**src/assert_macros.svh**
```systemverilog
// Concurrent assertion helpers, sampled on clk and disabled while arst_n is low.
`ifndef ASSERT_MACROS_SVH
`define ASSERT_MACROS_SVH

// Property that holds on the same edge.
`define ASSERT_AT_CLK(lbl, prop, msg) \
	lbl: assert property (@(posedge clk) disable iff (!arst_n) (prop)) else $error(msg);

// Consequent that holds on the clock edge after the antecedent.
`define ASSERT_NEXT(lbl, ante, cons, msg) \
	lbl: assert property (@(posedge clk) disable iff (!arst_n) (ante) |=> (cons)) else $error(msg);

`endif

```
**src/kbdscan_pkg.sv**
```systemverilog
package kbdscan_pkg;

	localparam int unsigned FIFO_SLOTS_DEFAULT = 128;

	// action codes
	localparam logic [1:0] ACT_CODE = 2'd0;
	localparam logic [1:0] ACT_READ = 2'd1;
	localparam logic [1:0] ACT_POLL = 2'd2;

	// status codes
	localparam logic [2:0] ST_POLL    = 3'd0;
	localparam logic [2:0] ST_STORED  = 3'd1;
	localparam logic [2:0] ST_RELEASE = 3'd2;
	localparam logic [2:0] ST_FULL    = 3'd3;
	localparam logic [2:0] ST_READ    = 3'd4;
	localparam logic [2:0] ST_EMPTY   = 3'd5;

	// top bit of a set 1 code marks a key release
	localparam int unsigned RELEASE_BIT = 7;

	typedef struct packed {
		logic [1:0] action;
		logic [7:0] scan_code;
	} req_t;

	typedef struct packed {
		logic [2:0] status;
		logic [6:0] character;
		logic       has_data;
	} rsp_t;

	// word between the FIFO stage and the translate stage
	typedef struct packed {
		logic       valid;
		logic [2:0] status;
		logic       has_data;
		logic [6:0] code;
	} stage_t;

	// set 1 make code to ASCII; codes without an entry give 0
	function automatic logic [6:0] set1_ascii(input logic [6:0] code);
		logic [6:0] ch;
		unique case (code)
			7'd1:    ch = 7'h1b;
			7'd2:    ch = 7'h31;
			7'd3:    ch = 7'h32;
			7'd4:    ch = 7'h33;
			7'd5:    ch = 7'h34;
			7'd6:    ch = 7'h35;
			7'd7:    ch = 7'h36;
			7'd8:    ch = 7'h37;
			7'd9:    ch = 7'h38;
			7'd10:   ch = 7'h39;
			7'd11:   ch = 7'h30;
			7'd12:   ch = 7'h2d;
			7'd13:   ch = 7'h3d;
			7'd14:   ch = 7'h08;
			7'd15:   ch = 7'h09;
			7'd16:   ch = 7'h71;
			7'd17:   ch = 7'h77;
			7'd18:   ch = 7'h65;
			7'd19:   ch = 7'h72;
			7'd20:   ch = 7'h74;
			7'd21:   ch = 7'h79;
			7'd22:   ch = 7'h75;
			7'd23:   ch = 7'h69;
			7'd24:   ch = 7'h6f;
			7'd25:   ch = 7'h70;
			7'd26:   ch = 7'h5b;
			7'd27:   ch = 7'h5d;
			7'd28:   ch = 7'h0a;
			7'd30:   ch = 7'h61;
			7'd31:   ch = 7'h73;
			7'd32:   ch = 7'h64;
			7'd33:   ch = 7'h66;
			7'd34:   ch = 7'h67;
			7'd35:   ch = 7'h68;
			7'd36:   ch = 7'h6a;
			7'd37:   ch = 7'h6b;
			7'd38:   ch = 7'h6c;
			7'd39:   ch = 7'h3b;
			7'd40:   ch = 7'h27;
			7'd41:   ch = 7'h60;
			7'd43:   ch = 7'h5c;
			7'd44:   ch = 7'h7a;
			7'd45:   ch = 7'h78;
			7'd46:   ch = 7'h63;
			7'd47:   ch = 7'h76;
			7'd48:   ch = 7'h62;
			7'd49:   ch = 7'h6e;
			7'd50:   ch = 7'h6d;
			7'd51:   ch = 7'h2c;
			7'd52:   ch = 7'h2e;
			7'd53:   ch = 7'h2f;
			7'd55:   ch = 7'h2a;
			7'd57:   ch = 7'h20;
			default: ch = 7'h00;
		endcase
		return ch;
	endfunction

endpackage

```
**src/kbdscan_fifo.sv**
```systemverilog
`include "assert_macros.svh"

module kbdscan_fifo #(
	parameter int unsigned FIFO_SLOTS = kbdscan_pkg::FIFO_SLOTS_DEFAULT
) (
	input  logic                 clk,
	input  logic                 arst_n,
	input  logic                 take,
	input  kbdscan_pkg::req_t    request,
	output kbdscan_pkg::stage_t  stage
);

	localparam int unsigned PTR_W = $clog2(FIFO_SLOTS);
	localparam logic [PTR_W-1:0] PTR_LAST = PTR_W'(FIFO_SLOTS - 1);

	logic [6:0]       mem [FIFO_SLOTS];
	logic [PTR_W-1:0] rp_q, wp_q;
	logic [PTR_W-1:0] rp_adv, wp_adv, rp_d, wp_d;
	logic             empty, full, push, pop;
	logic [2:0]       status_d;
	logic             valid_s1, has_data_s1;
	logic [2:0]       status_s1;
	logic [6:0]       code_s1;

	assign rp_adv = (rp_q == PTR_LAST) ? '0 : rp_q + 1'b1;
	assign wp_adv = (wp_q == PTR_LAST) ? '0 : wp_q + 1'b1;
	assign empty  = (rp_q == wp_q);
	assign full   = (wp_adv == rp_q);

	always_comb begin
		push     = 1'b0;
		pop      = 1'b0;
		status_d = kbdscan_pkg::ST_POLL;
		unique case (request.action)
			kbdscan_pkg::ACT_CODE: begin
				if (request.scan_code[kbdscan_pkg::RELEASE_BIT]) begin
					status_d = kbdscan_pkg::ST_RELEASE;
				end else if (full) begin
					status_d = kbdscan_pkg::ST_FULL;
				end else begin
					push     = take;
					status_d = kbdscan_pkg::ST_STORED;
				end
			end
			kbdscan_pkg::ACT_READ: begin
				if (empty) begin
					status_d = kbdscan_pkg::ST_EMPTY;
				end else begin
					pop      = take;
					status_d = kbdscan_pkg::ST_READ;
				end
			end
			default: status_d = kbdscan_pkg::ST_POLL;
		endcase
	end

	assign rp_d = pop  ? rp_adv : rp_q;
	assign wp_d = push ? wp_adv : wp_q;

	always_ff @(posedge clk or negedge arst_n) begin
		if (!arst_n) begin
			rp_q     <= '0;
			wp_q     <= '0;
			valid_s1 <= 1'b0;
		end else begin
			rp_q     <= rp_d;
			wp_q     <= wp_d;
			valid_s1 <= take;
		end
	end

	always_ff @(posedge clk) begin
		status_s1   <= status_d;
		has_data_s1 <= (rp_d != wp_d);
	end

	// a pop never meets the slot written in the same cycle, so no bypass
	always_ff @(posedge clk) begin
		if (push) begin
			mem[wp_q] <= request.scan_code[6:0];
		end
		code_s1 <= mem[rp_q];
	end

	assign stage = '{valid: valid_s1, status: status_s1, has_data: has_data_s1,
		code: code_s1};

	`ASSERT_AT_CLK(a_ptr_range, ({1'b0, rp_q} < (PTR_W+1)'(FIFO_SLOTS)) &&
		({1'b0, wp_q} < (PTR_W+1)'(FIFO_SLOTS)), "FIFO pointer beyond last slot")
	`ASSERT_NEXT(a_pop_moves, pop, rp_q != $past(rp_q), "pop did not advance read pointer")
	`ASSERT_NEXT(a_push_moves, push, (wp_q != $past(wp_q)) && (wp_q != rp_q),
		"push did not advance write pointer or overran")

endmodule

```
**src/kbdscan_xlat.sv**
```systemverilog
`include "assert_macros.svh"

module kbdscan_xlat (
	input  logic                clk,
	input  logic                arst_n,
	input  kbdscan_pkg::stage_t stage,
	output logic                done,
	output kbdscan_pkg::rsp_t   response
);

	logic              done_s2;
	kbdscan_pkg::rsp_t rsp_s2;
	logic [6:0]        ch_d;

	// translate only on a successful pop
	assign ch_d = (stage.status == kbdscan_pkg::ST_READ) ?
		kbdscan_pkg::set1_ascii(stage.code) : 7'h00;

	always_ff @(posedge clk or negedge arst_n) begin
		if (!arst_n) begin
			done_s2 <= 1'b0;
		end else begin
			done_s2 <= stage.valid;
		end
	end

	always_ff @(posedge clk) begin
		rsp_s2 <= '{status: stage.status, character: ch_d, has_data: stage.has_data};
	end

	assign done     = done_s2;
	assign response = rsp_s2;

	`ASSERT_NEXT(a_done_follows, stage.valid, done_s2, "result word lost")
	`ASSERT_NEXT(a_no_spurious, !stage.valid, !done_s2, "result word without an item")
	`ASSERT_AT_CLK(a_char_only_read, !done_s2 || (rsp_s2.status == kbdscan_pkg::ST_READ) ||
		(rsp_s2.character == 7'h00), "character on a non-read result")

endmodule

```
**src/keyboard_scancode_fifo_translate_core.sv**
```systemverilog
// Channel   Handshake            Word
// command   start / busy         request  (action, scan_code)
// result    done (strobe only)   response (status, character, has_data)
//
// One command is taken per cycle while busy is low; its result passes the stage
// register (s1) and the result register (s2) before it is on response, held for
// the single cycle that done is high. The read port of the code store is registered.
// busy is high during reset and the first edge after it, then stays low.
// Reset empties the FIFO by clearing both pointers; the store itself is not cleared.
module keyboard_scancode_fifo_translate_core #(
	parameter int unsigned FIFO_SLOTS = kbdscan_pkg::FIFO_SLOTS_DEFAULT
) (
	input  logic              clk,
	input  logic              arst_n,
	input  logic              start,
	output logic              busy,
	input  kbdscan_pkg::req_t request,
	output logic              done,
	output kbdscan_pkg::rsp_t response
);

	logic                busy_q;
	logic                take;
	kbdscan_pkg::stage_t stage;

	always_ff @(posedge clk or negedge arst_n) begin
		if (!arst_n) begin
			busy_q <= 1'b1;
		end else begin
			busy_q <= 1'b0;
		end
	end

	assign busy = busy_q;
	assign take = start && !busy_q;

	kbdscan_fifo #(
		.FIFO_SLOTS(FIFO_SLOTS)
	) u_fifo (
		.clk    (clk),
		.arst_n (arst_n),
		.take   (take),
		.request(request),
		.stage  (stage)
	);

	kbdscan_xlat u_xlat (
		.clk     (clk),
		.arst_n  (arst_n),
		.stage   (stage),
		.done    (done),
		.response(response)
	);

endmodule
```
**config.mk**
```make
export PLATFORM = sky130hd
export DESIGN_NAME = keyboard_scancode_fifo_translate_core
export DESIGN_NICKNAME = d
export VERILOG_FILES = /design/src/kbdscan_pkg.sv /design/src/kbdscan_fifo.sv /design/src/kbdscan_xlat.sv /design/src/keyboard_scancode_fifo_translate_core.sv
export VERILOG_INCLUDE_DIRS = /design/src /design/src/src
export SDC_FILE = /design/constraint.sdc
export NUM_CORES = 1
export LEC_CHECK = 0
export BUFFER_PORTS_ARGS = -buffer_cell sky130_fd_sc_hd__buf_2
export CAP_MARGIN = 20
export CORE_UTILIZATION = 45
export DETAILED_ROUTE_END_ITERATION = 16
export PLACE_DENSITY_LB_ADDON = 0.3
export SLEW_MARGIN = 20
export SYNTH_ARGS = -nofsm -noshare
export SYNTH_HDL_FRONTEND = slang
export SYNTH_HIERARCHICAL = 1
export SYNTH_SLANG_ARGS = --single-unit
```
**constraint.sdc**
```tcl
create_clock -name clk -period 4.2 [get_ports clk]
set_input_delay 0.84 -clock clk [delete_from_list [all_inputs] [get_ports clk]]
set_output_delay 0.84 -clock clk [all_outputs]
set_load 0.05 [all_outputs]
```
==> results of run 1 <==
state kept, by name (all words and copies together) (netlist names):
name and cells:
u_fifo/mem 896, u_xlat/done 1, u_fifo/rp_q 7, u_fifo/valid_s1 1
u_fifo/code_s1 7, u_xlat/response 11, u_fifo/wp_q 7, u_fifo/status_s1 3
u_fifo/has_data_s1 1, busy 1
cell type report:
class	instances	area (µm²)	area share
repair buffers	80	713	0.0171
clock inverters	55	591	0.0141
flip-flops and latches	935	27800	0.665
clock buffers	106	2300	0.0550
multi-input cells	704	9020	0.216
well taps	1070	1340	0.0320
inverters	16	60.1	0.00144
report_power, final:
group	internal (µW)	leakage [µW]	switching (µW)	total, µW
sequential	10300	0.00844	208	10500
clock	4450	0.00140	3420	7870
combinational	2610	0.00305	2840	5450
total	17400	0.0129	6460	23800
per-layer routing:
layer / GRT usage / share of wire
met1: 0.283 / 0.43
met2: 0.314 / 0.49
met3: 0.0321 / 0.068
met4: 0.0494 / 0.017
met5: 0 / 0
how the worst max path moves through the flow:
| stage | from | end |
|---|---|---|
| after global routing | u_fifo/wp_q[6] | u_fifo/mem[49][6] |
| after floorplan | u_fifo/wp_q[1] | u_fifo/mem[54][0] |
| after global placement | request[8] | u_fifo/mem[41][1] |
| after detailed placement | u_fifo/wp_q[6] | u_fifo/mem[49][6] |
| final | u_fifo/wp_q[6] | u_fifo/mem[96][4] |
| after CTS | u_fifo/wp_q[6] | u_fifo/mem[49][6] |
critical path, delay by kind of cell, from the launching register on:
family | cells | cell delay [ns]
flops | 1 | 0.61
compound gates | 3 | 0.81
buf+inv | 2 | 0.52
simple gates | 5 | 1.48
metrics by stage:
stage                     utilization  cell area [µm²]  worst slack (ns)  hold WS [ns]
final                           0.509            41800             0.400         0.143
after detailed placement        0.474            38900             0.472         0.321
after floorplan                     -            37400              1.21         0.336
after global routing            0.509            41800             0.127         0.150
after global placement          0.474            38900             0.533         0.318
after CTS                       0.509            41800             0.479         0.126
Yosys cell counts, drive strengths merged (13+ instances only):
cell type	instances
edfxtp	896
mux4	288
nor2	149
buf	62
clkbuf	41
nand2	34
dfxtp	22
a21oi	21
nand3	20
dfrtp	16
inv	15
mux2i	14
o21ai	14
ha	13
kinds of logic after synthesis:
family,synth area share
xor gates and xnor gates,0.00549
DFF,0.743
AOI/OAI and AO/OA,0.0198
other,0.000100
and+or+nand+nor,0.0312
adders and majority gates,0.00435
buffers and inverters,0.0151
muxes,0.181
cell usage in the layout, fill, tap and decap left out, drive strengths merged, types with 16 or more instances in the layout:
master and count:
a21oi 21, buf 80, clkbuf 106, clkinv 36
dfrtp 16, dfxtp 22, edfxtp 896, inv 20
mux4 288, nand2 34, nand3 20, nor2 149
==> flow_metrics.tcl, run 1 <==
set metrics [dict create \
    syn_area_per_cell_um2 21.3 \
    ys_seq_area_frac 0.743 \
    path_clk_slew_ns 0.06 \
    drc 0 \
    start_util 0.455 \
    cts_tree "built" \
    io_pins 26 \
    drive_gt1_frac 0.280 \
    clock.fmax_mhz 263 \
    crit_path_end_kind "flip-flop" \
    rr_endpoint "u_fifo/mem[96][4]" \
    cp_data_arrival_time_ns 4.08 \
    numClockSinks 935 \
    ys_top_cells_by_area "edfxtp_1 (72%), mux4_2 (17%), nor2_1 (1.5%), dfxtp_1 (1.2%), dfrtp_1 (1.1%)" \
    stdcell_count 2966 \
    reg2regPathDepth 10 \
    cp_data_required_time_ns 4.48 \
    die_x_um 290 \
    grt_max_degree 129 \
    ys_async_sr_fraction 0.0182 \
    track_usage 0.196 \
    rsz0062_at_grt "no" \
    synth_area_leader_cell "edfxtp_1" \
    cp_slowest_cell "dfrtp_1" \
    p_leak_uw 0.0129 \
    max-clock-path-buffers 3 \
    worstHoldPathType "input port to asynchronous set/reset pin" \
    numCtsBuffers 89 \
    synth-seq-cells 935 \
    diodes 0 \
    slowest_delay_ns 0.61 \
    wl_per_cell_um 27.6 \
    worst_pin_slew_ns 0.929 \
    wl_um 81800 \
    port_buffers 25 \
    grt_pass1_wl_um 121000 \
    yosysUniqueCellTypes 76 \
    netlist.area_leader.share 0.720 \
    fin_skew_ns 0.0330 \
    peakVddDrop_v 0.000349 \
    power.total_uw 23800 \
    synthCells 1758 \
    postRouteAntennaNets 0 \
    grt_pass1_vias 17988 \
    dp.cells 2805 \
    fin_crit_sh 0.905 \
    synth_area_mm2 0.0374 \
    hold_viol 0 \
    antenna_found_initial 0 \
    coreArea_mm2 0.0821 \
    via_count 17635 \
    fp-row-count 105 \
    final.min_clock_period_ns 3.80 \
    synth_ff_type "edfxtp_1" \
    clk_latency_ns 0.66 \
    crit_top_cell "buf_4" \
    die_area_mm2 0.0842 \
    status "completed" \
    first_pass_iters 7 \
    timing.max_cap.violations 0 \
    synth_edf_count 896 \
    cp_cell_sequence "nand4_1 -> buf_4 -> or2_1 -> o21ai_0 -> a22oi_2 -> a21oi_2 -> and2b_1 -> nand2_1 -> buf_4 -> nor2_1" \
    dieHeight_um 290 \
    yosys_warnings 6 \
    p_per_area_mw_per_mm2 570 \
    hold_buffers 0 \
    root_buffer "clkbuf_16" \
    hpwl_um 50100 \
    tns_ns 0 \
    path_max_fanout 14 \
    maxSlewViolCount 0 \
    postCtsSetupBuffers 0 \
    place_congestion 0.853 \
    start_kind "flip-flop" \
    overflow 0 \
    r2r-start "u_fifo/wp_q[6]" \
    fin_nets 1852 \
    nFillCells 6286 \
    viasPerCell 5.95 \
    syn_nets 1784 \
    relSlewSlack 0.381 \
    setup_violations 0 \
    r2r_slack_ns 0.40 \
    areaGrowthSynthToFinish_pct 11.9 \
    cts_max_level 3 \
    drt_iter0_drc 1880 \
    cts_resized 0 \
    crit_type "flip-flop to flip-flop" \
]
Power figures use the tool's default switching activity.
==> run 2, diff against run 1 <==
--- a/config.mk
+++ b/config.mk
@@ -8,10 +8,11 @@
 export LEC_CHECK = 0
 export BUFFER_PORTS_ARGS = -buffer_cell sky130_fd_sc_hd__buf_2
 export CAP_MARGIN = 20
+export CORE_MARGIN = 2
 export CORE_UTILIZATION = 45
 export DETAILED_ROUTE_END_ITERATION = 16
 export PLACE_DENSITY_LB_ADDON = 0.3
-export SLEW_MARGIN = 20
+export RECOVER_POWER = 100
 export SYNTH_ARGS = -nofsm -noshare
 export SYNTH_HDL_FRONTEND = slang
 export SYNTH_HIERARCHICAL = 1
==> run 2 against run 1 <==
  * The run now ends with max-capacitance violations, max-slew violations left
  * Worst hold slack gained 0.22 ns
  * Die area grew 1.4%
  * Non-clock buffer count rose by 5
  * Clock power is 2% higher
  * Combinational power down 3%
  * Flip-flop and latch count stayed put
  * Core utilization decreased by 0.19 points
  * Power about the same
  * Clock skew is 0.0073 ns lower
  * Sequential share of layout area rose by 0.25 points
  * Largest cell class unchanged
  * Highest routed layer unchanged
==> flow_metrics.tcl, run 2 (synthesis results as in run 1) <==
set metrics [dict create \
    intPower_uw 17400 \
    fin_nets 1859 \
    tns_ns 0 \
    postRouteAntennaNets 0 \
    first_pass_iters 5 \
    port_buffers 25 \
    root_buffer "clkbuf_16" \
    crit_type "flip-flop to flip-flop" \
    hold_viol 0 \
    crit_path_end_kind "flip-flop" \
    max-clock-path-buffers 3 \
    track_usage 0.197 \
    cts_resized 0 \
    wl_um 82400 \
    cp_slowest_cell "dfrtp_1" \
    via_count 17842 \
    mostFrequentLayoutCells "edfxtp_1 (896), mux4_2 (288), nor2_1 (149)" \
    start_kind "flip-flop" \
    netSwitchingFraction 0.270 \
    fin_crit_sh 0.958 \
    numCtsBuffers 91 \
    regMostFlops "u_fifo/mem" \
    final.min_clock_period_ns 4.02 \
    die_area_mm2 0.0853 \
    combPwrFrac 0.221 \
    grt_max_degree 108 \
    worstHoldPathType "input port to asynchronous set/reset pin" \
    fin_ws_ns 0.178 \
    power_switching_uw 6440 \
    maxSlewViolCount 520 \
    clock.fmax_mhz 249 \
    drc 0 \
    power_frac_seq 0.443 \
    status "finished, violations left" \
    io_pins 26 \
    antenna_found_initial 4 \
    worst_pin_slew_ns 3.66 \
    cp_cell_sequence "nand4_1 -> or2_0 -> o21ai_0 -> a22oi_2 -> a21oi_2 -> nand3_1 -> clkbuf_2 -> nor2_1" \
    p_per_area_mw_per_mm2 572 \
    place_ws_ns 0.450 \
    cp_data_required_time_ns 4.46 \
    crit_buf_inv 1 \
    crit_family "simple AND/OR/NAND/NOR gates" \
    p_leak_uw 0.0128 \
    fin_skew_ns 0.0256 \
    grt_pass1_wl_um 124000 \
    die_x_um 292 \
    coreArea_mm2 0.0821 \
    postCtsSetupBuffers 0 \
    rsz0062_at_grt "no" \
    grt_pass1_vias 18172 \
    path_max_fanout 19 \
    hpwl_um 48900 \
    final_common_cell "edfxtp_1" \
    drt_iter0_drc 1790 \
    slowest_delay_ns 0.75 \
    setup_violations 0 \
    diodes 0 \
    hold_buffers 0 \
    overflow 0 \
    place_congestion 0.856 \
    areaGrowthSynthToFinish_pct 11.5 \
    cp_data_arrival_time_ns 4.28 \
    start_util 0.455 \
    peakVddDrop_v 0.000380 \
    relSlewSlack -1.44 \
    drive_gt1_frac 0.257 \
    cts_max_level 3 \
    p_clk_frac 0.336 \
    cts_tree "built" \
    largest_reg_flops 896 \
    dieHeight_um 292 \
    numClockSinks 935 \
    violations "max-capacitance violations, max-slew violations" \
    clk_latency_ns 0.66 \
    viasPerCell 5.99 \
    path_clk_slew_ns 0.07 \
    fp-row-count 105 \
    wl_per_cell_um 27.7 \
    timing.max_cap.violations 8 \
]
==> run 2: routing by layer <==
metal  vias up  GRT usage  wire [µm]
li1       7476          -          -
met3       102     0.0336       5920
met4         0     0.0514       1560
met1      9595      0.287      35300
met2       669      0.310      39600
met5         -          0          0
==> run 2: area by class of cell <==
class | count | area, µm²
Clock inverter | 56 | 554
Tap cell | 1070 | 1340
Fill cell | 6353 | 40500
Sequential cell | 935 | 27800
Timing Repair Buffer | 85 | 531
Multi-Input combinational cell | 704 | 9010
Clock buffer | 112 | 2380
Inverter | 16 | 60.1
==> run 2: power by group through the flow <==
stage               clock, µW  combinational (µW)  sequential (µW)
floorplan                   0                3920            10600
global placement            0                5320            10700
detailed placement          0                5330            10700
CTS                      8160                5350            10500
global route             8520                5630            10600
finish                   8000                5270            10600
==> run 2: final timing paths <==
| check | startpoint | end | slack, ns | cells past startpoint |
|---|---|---|---|---|
| max in group asynchronous | arst_n | u_fifo/rp_q[2] | 3.05 | 1 |
| min reg2reg | u_fifo/valid_s1 | u_xlat/done | 0.36 | 0 |
| max | u_fifo/wp_q[3] | u_fifo/mem[25][3] | 0.18 | 8 |
| min | arst_n | u_fifo/valid_s1 | 0.36 | 1 |
| max reg2reg | u_fifo/wp_q[3] | u_fifo/mem[25][3] | 0.18 | 8 |
| min in group clk | u_fifo/valid_s1 | u_xlat/done | 0.36 | 0 |
==> run 2: metrics by stage <==
step | instances | cell area [µm²] | total power (µW) | utilization | hold slack (ns)
floorplan | 1758 | 37400 | 14500 | - | 0.336
finish | 2978 | 41700 | 23800 | 0.507 | 0.362
CTS | 2976 | 41800 | 24100 | 0.509 | 0.0998
global route | 2978 | 41700 | 24700 | 0.507 | 0.373
detailed placement | 2808 | 38900 | 16100 | 0.474 | 0.343
global placement | 2808 | 38900 | 16100 | 0.474 | 0.321
